==> config.mk <==
export PLATFORM = sky130hd
export DESIGN_NAME = hsha_core
export DESIGN_NICKNAME = d
export VERILOG_FILES = /design/src/rtl/hsha_pkg.sv /design/src/rtl/hsha_core.sv
export SDC_FILE = /design/constraint.sdc
export NUM_CORES = 2
export LEC_CHECK = 0
export ABC_AREA = 1
export BUFFER_PORTS_ARGS = -buffer_cell sky130_fd_sc_hd__buf_2
export CAP_MARGIN = 20
export CELL_PAD_IN_SITES_DETAIL_PLACEMENT = 0
export CELL_PAD_IN_SITES_GLOBAL_PLACEMENT = 1
export CORE_ASPECT_RATIO = 0.5
export CORE_MARGIN = 10
export CORE_UTILIZATION = 35
export CTS_CLUSTER_DIAMETER = 120
export DETAILED_ROUTE_END_ITERATION = 12
export PLACE_DENSITY = 0.8
export SYNTH_ARGS = -nofsm -noshare
export SYNTH_HDL_FRONTEND = slang
export SYNTH_SLANG_ARGS = --single-unit
==> constraint.sdc <==
create_clock -name clk -period 50.7 [get_ports clk]
set_clock_uncertainty 0.2 [all_clocks]
set_input_delay 2.535 -clock clk [delete_from_list [all_inputs] [get_ports clk]]
set_output_delay 2.535 -clock clk [all_outputs]
set_load 0.005 [all_outputs]
==> src/rtl/hsha_pkg.sv <==
// Shared types, constants and round tables for the HMAC-SHA-256 engine.
package hsha_pkg;

  typedef logic [7:0][31:0]  hsha_state_t;
  typedef logic [15:0][31:0] hsha_block_t;

  typedef struct packed {
    logic busy;
    logic done;
  } hsha_core_stat_t;

  localparam logic [7:0] KEY_IPAD  = 8'h36;
  localparam logic [7:0] KEY_OPAD  = 8'h5c;
  localparam logic [7:0] PAD_BYTE  = 8'h80;
  localparam logic [5:0] LEN_SLOT  = 6'd56;
  localparam logic [6:0] KEY_BYTES = 7'd64;

  function automatic logic [31:0] hsha_iv(input logic [2:0] idx);
    logic [31:0] r;
    unique case (idx)
      3'd0: r = 32'h6a09e667;
      3'd1: r = 32'hbb67ae85;
      3'd2: r = 32'h3c6ef372;
      3'd3: r = 32'ha54ff53a;
      3'd4: r = 32'h510e527f;
      3'd5: r = 32'h9b05688c;
      3'd6: r = 32'h1f83d9ab;
      default: r = 32'h5be0cd19;
    endcase
    return r;
  endfunction

  function automatic logic [31:0] hsha_rk(input logic [5:0] idx);
    logic [31:0] r;
    unique case (idx)
      6'd0:  r = 32'h428a2f98; 6'd1:  r = 32'h71374491; 6'd2:  r = 32'hb5c0fbcf;
      6'd3:  r = 32'he9b5dba5; 6'd4:  r = 32'h3956c25b; 6'd5:  r = 32'h59f111f1;
      6'd6:  r = 32'h923f82a4; 6'd7:  r = 32'hab1c5ed5; 6'd8:  r = 32'hd807aa98;
      6'd9:  r = 32'h12835b01; 6'd10: r = 32'h243185be; 6'd11: r = 32'h550c7dc3;
      6'd12: r = 32'h72be5d74; 6'd13: r = 32'h80deb1fe; 6'd14: r = 32'h9bdc06a7;
      6'd15: r = 32'hc19bf174; 6'd16: r = 32'he49b69c1; 6'd17: r = 32'hefbe4786;
      6'd18: r = 32'h0fc19dc6; 6'd19: r = 32'h240ca1cc; 6'd20: r = 32'h2de92c6f;
      6'd21: r = 32'h4a7484aa; 6'd22: r = 32'h5cb0a9dc; 6'd23: r = 32'h76f988da;
      6'd24: r = 32'h983e5152; 6'd25: r = 32'ha831c66d; 6'd26: r = 32'hb00327c8;
      6'd27: r = 32'hbf597fc7; 6'd28: r = 32'hc6e00bf3; 6'd29: r = 32'hd5a79147;
      6'd30: r = 32'h06ca6351; 6'd31: r = 32'h14292967; 6'd32: r = 32'h27b70a85;
      6'd33: r = 32'h2e1b2138; 6'd34: r = 32'h4d2c6dfc; 6'd35: r = 32'h53380d13;
      6'd36: r = 32'h650a7354; 6'd37: r = 32'h766a0abb; 6'd38: r = 32'h81c2c92e;
      6'd39: r = 32'h92722c85; 6'd40: r = 32'ha2bfe8a1; 6'd41: r = 32'ha81a664b;
      6'd42: r = 32'hc24b8b70; 6'd43: r = 32'hc76c51a3; 6'd44: r = 32'hd192e819;
      6'd45: r = 32'hd6990624; 6'd46: r = 32'hf40e3585; 6'd47: r = 32'h106aa070;
      6'd48: r = 32'h19a4c116; 6'd49: r = 32'h1e376c08; 6'd50: r = 32'h2748774c;
      6'd51: r = 32'h34b0bcb5; 6'd52: r = 32'h391c0cb3; 6'd53: r = 32'h4ed8aa4a;
      6'd54: r = 32'h5b9cca4f; 6'd55: r = 32'h682e6ff3; 6'd56: r = 32'h748f82ee;
      6'd57: r = 32'h78a5636f; 6'd58: r = 32'h84c87814; 6'd59: r = 32'h8cc70208;
      6'd60: r = 32'h90befffa; 6'd61: r = 32'ha4506ceb; 6'd62: r = 32'hbef9a3f7;
      default: r = 32'hc67178f2;
    endcase
    return r;
  endfunction

endpackage

==> src/rtl/hsha_core.sv <==
// SHA-256 compression unit: one round per cycle over a rolling schedule window.
module hsha_core import hsha_pkg::*; (
  input  logic            clk,
  input  logic            rst_n,
  input  logic            start,
  input  hsha_block_t     blk,
  input  hsha_state_t     chain,
  output hsha_state_t     vars,
  output hsha_core_stat_t stat
);

  hsha_state_t      v_r;
  logic [15:0][31:0] w_r;
  logic [5:0]       rnd_r;
  logic             busy_r;
  logic             done_r;

  logic [31:0] t1, t2, wn, e, a;

  function automatic logic [31:0] rotr(input logic [31:0] x, input int n);
    return (x >> n) | (x << (32 - n));
  endfunction

  always_comb begin
    e  = v_r[4];
    a  = v_r[0];
    t1 = v_r[7] + (rotr(e, 6) ^ rotr(e, 11) ^ rotr(e, 25))
       + ((e & v_r[5]) ^ (~e & v_r[6])) + hsha_rk(rnd_r) + w_r[0];
    t2 = (rotr(a, 2) ^ rotr(a, 13) ^ rotr(a, 22))
       + ((a & v_r[1]) ^ (a & v_r[2]) ^ (v_r[1] & v_r[2]));
    wn = w_r[0] + (rotr(w_r[1], 7) ^ rotr(w_r[1], 18) ^ (w_r[1] >> 3)) + w_r[9]
       + (rotr(w_r[14], 17) ^ rotr(w_r[14], 19) ^ (w_r[14] >> 10));
  end

  always_ff @(posedge clk) begin
    if (!rst_n) begin
      busy_r <= 1'b0;
      done_r <= 1'b0;
      rnd_r  <= '0;
    end else begin
      done_r <= 1'b0;
      if (start) begin
        v_r    <= chain;
        for (int i = 0; i < 16; i++) w_r[i] <= blk[15 - i];
        busy_r <= 1'b1;
        rnd_r  <= '0;
      end else if (busy_r) begin
        v_r[7] <= v_r[6];
        v_r[6] <= v_r[5];
        v_r[5] <= v_r[4];
        v_r[4] <= v_r[3] + t1;
        v_r[3] <= v_r[2];
        v_r[2] <= v_r[1];
        v_r[1] <= v_r[0];
        v_r[0] <= t1 + t2;
        for (int i = 0; i < 15; i++) w_r[i] <= w_r[i + 1];
        w_r[15] <= wn;
        rnd_r   <= rnd_r + 6'd1;
        if (rnd_r == 6'd63) begin
          busy_r <= 1'b0;
          done_r <= 1'b1;
        end
      end
    end
  end

  assign vars      = v_r;
  assign stat.busy = busy_r;
  assign stat.done = done_r;

endmodule

==> results.md <==
* Critical path type: reg -> reg
* Syn nets at 7283
* Fillers at 15148
* EDFF count, synth at 768
* Most common cell in the netlist: nand2_1
* Reg2Reg Depth at 31
* Die Area at 164000 µm²
* Ys flop type: edfxtp_1
* Total core area at 146000 µm²
* DRT Pass-1 Iters at 6
* Critical R2R Capture: a[27]
* Layout cell share with drive strength beyond 1 at 0.174
* Reg2Reg Setup Slack at 43.43 ns
* Maximum fanout along the worst path at 7
* Post-layout nets at 8151
* Cell mode on critical path: nand2_1
* Worst Hold Depth at 2
* Number of library cell types mapped by synthesis at 55
* Final WL at 227 mm
* HP Start: w_r[100]
* Synth top area share at 0.446
* Vias in the first global route at 44514
* Largest family of logic cells by synthesized area: simple AND/OR/NAND/NOR gates
* Overflow after GRT at 0
* Routability cong. at 0.973
* Die Span Y at 292 µm
* CTS Hold Bufs at 0
* Clock tree root buffer cell: clkbuf_16
* Drt via density at 4.96
* Post-Synthesis Cell Area at 51700 µm²
* Synth Area per Inst at 8.36 µm²
* Post-CTS sizing at 0
* H-tree levels at 3
* Post-synthesis mux area share at 0
* Post-CTS setup buffers at 0
* CTS clk-pin slew, worst paths at 0.07 ns
* Vias at 45181
* Global-route wire length before repair at 316 mm
* P&R area growth vs syn at 18.6%
* Critical path's top delay family: adder cells
* Worst path bufs/invs at 5
* Tmin final at 7.27 ns
* Largest area contributor in the netlist: edfxtp_1
* Max stage delay on crit path at 0.57 ns
* Post-Synth Simple-Gate Area at 0.239
* Ys async rst share at 0
* Largest net degree at the start of global routing at 245
* WHS Endpoint: w_r[68]
* Maxcap violations at 0
* Yosys reg bits at 808
* Number of CTS-inserted buffers at 83
* Worst slew pin tran at 1.15 ns
* Clock sink count at 808
* Final hold violation count at 0
* Worst path required time at 50.93 ns
* WL/cell at 24.9 µm
* Worst-Skew Late Latency at 0.71 ns
* Post-synthesis sequential area ratio at 0.462
* Ports at 1029
* Synth area leaders: edfxtp_1, nand2_1, fa_1
* Final setup violation count at 0
* Initial Utilization at 0.353
* FF-to-FF Start: e[7]
* Die width at 563 µm
* Cell Rows at 99
* DP HPWL at 182 mm
* Slowest cell on crit path: edfxtp_1
* Fraction of the mapped netlist area in adder cells at 0.107
* Yosys warning count at 0
* Mapped Cells at 6183
* DRC errors left at 0
* Final Max Tran Viols at 0
* RSZ-0062 raised after global routing: no
* Achievable frequency at 0.137 GHz
* Post-synthesis xor/xnor area fraction at 0.0497
* Hold Path Class: reg -> reg
* Critical path arrival at 7.50 ns
* Setup crit end kind: flip-flop
* Final setup TNS at 0 ns
* CTS tree: done
* Starting DRT DRC Count at 4644
* Port bufs at 1028
* GRT Overall Usage at 0.262
* Post-DRT Antenna Nets at 0
* Complex-gate fraction of the synthesized area at 0.0699
* Post-synth top cells: nand2_1, edfxtp_1, inv_1
* Initial antenna violation count at 43
* Final period util at 0.143
* WHS at 0.262 ns
* Critical Path Start Type: flip-flop
* Clk buf depth at 3
* Status: completed
* Slew margin rel. at 0.236
[cell type report]
cell class	count	area [µm²]	share of cell area
flip-flops and latches	808	23900	0.389
multi-input cells	4392	24100	0.393
well taps	1969	2460	0.0402
clock inverters	52	527	0.00860
inverters	709	2670	0.0436
diodes	24	60.1	0.000980
clock buffers	100	2190	0.0358
repair buffers	1057	5420	0.0885
[flip-flops by register name (all words and copies together) (netlist names), named ones only]
register	cells
rnd_r	6
w_r	512
done_r	1
vars	192
e	32
busy_r	1
a	32
[worst max path at each step]
stage	startpoint	end	slack, ns	cells after the start
floorplan	start	busy_r	7.27	7
global placement	start	w_r[407]	43.26	6
detailed placement	start	w_r[407]	43.20	6
CTS	e[7]	a[27]	43.47	31
global route	e[7]	a[22]	42.97	29
finish	e[7]	a[27]	43.43	31
[kinds of logic (layout without fill, tap and decap cells)]
group                    Yosys count  after routing
buffers and inverters            983           1918
AND/OR/NAND/NOR                 3124           3124
XOR/XNOR                         293            293
flip-flops                       808            808
adder cells (fa/ha/maj)          330            330
AO/OA/AOI/OAI                    645            645
other                              0             24
[placed cells by master (no fill, tap or decap), types with 17 or more instances in the layout]
cell type | synthesis | final
nand2_1 | 2586 | 2586
buf_2 | 23 | 1027
edfxtp_1 | 768 | 768
inv_1 | 704 | 703
o21ai_0 | 322 | 322
nand3_1 | 213 | 213
nor2_1 | 198 | 198
fa_1 | 187 | 187
xnor2_1 | 157 | 157
a21oi_1 | 155 | 154
ha_1 | 142 | 142
xor2_1 | 136 | 136
clkbuf_16 | 0 | 84
dfxtp_1 | 40 | 40
nand4_1 | 35 | 35
or2_2 | 31 | 31
o211ai_1 | 26 | 26
buf_4 | 6 | 25
diode_2 | 0 | 24
nor3_1 | 24 | 24
a21o_1 | 23 | 23
o21bai_1 | 23 | 23
a31oi_1 | 21 | 21
o21ai_1 | 17 | 17
[stage by stage]
stage / util / cell area, µm² / worst slack [ns] / instances
finish: 0.419 / 61300 / 43.43 / 9111
global route: 0.419 / 61300 / 42.97 / 9102
CTS: 0.418 / 61200 / 43.47 / 9087
detailed placement: 0.400 / 58500 / 43.20 / 8935
global placement: 0.400 / 58500 / 43.26 / 8935
floorplan: - / 51700 / 7.27 / 6183
[tightest hold or removal path, stage by stage (launching register included)]
cell and delay [ns]:
edfxtp_1 0.32, nand2_1 0.05, nand2_1 0.05
[per-layer routing]
metal	GRT usage	share of wire	vias up	routed length, µm
li1	-	-	21494	-
met1	0.330	0.40	21758	90400
met2	0.463	0.50	1581	114000
met3	0.0446	0.068	332	15500
met4	0.0745	0.031	16	7010
met5	0	0.00040	-	91
Power is left out: the tool's default activity adds up to more than one toggle a clock period on the data nets, which glitch-free logic cannot reach.
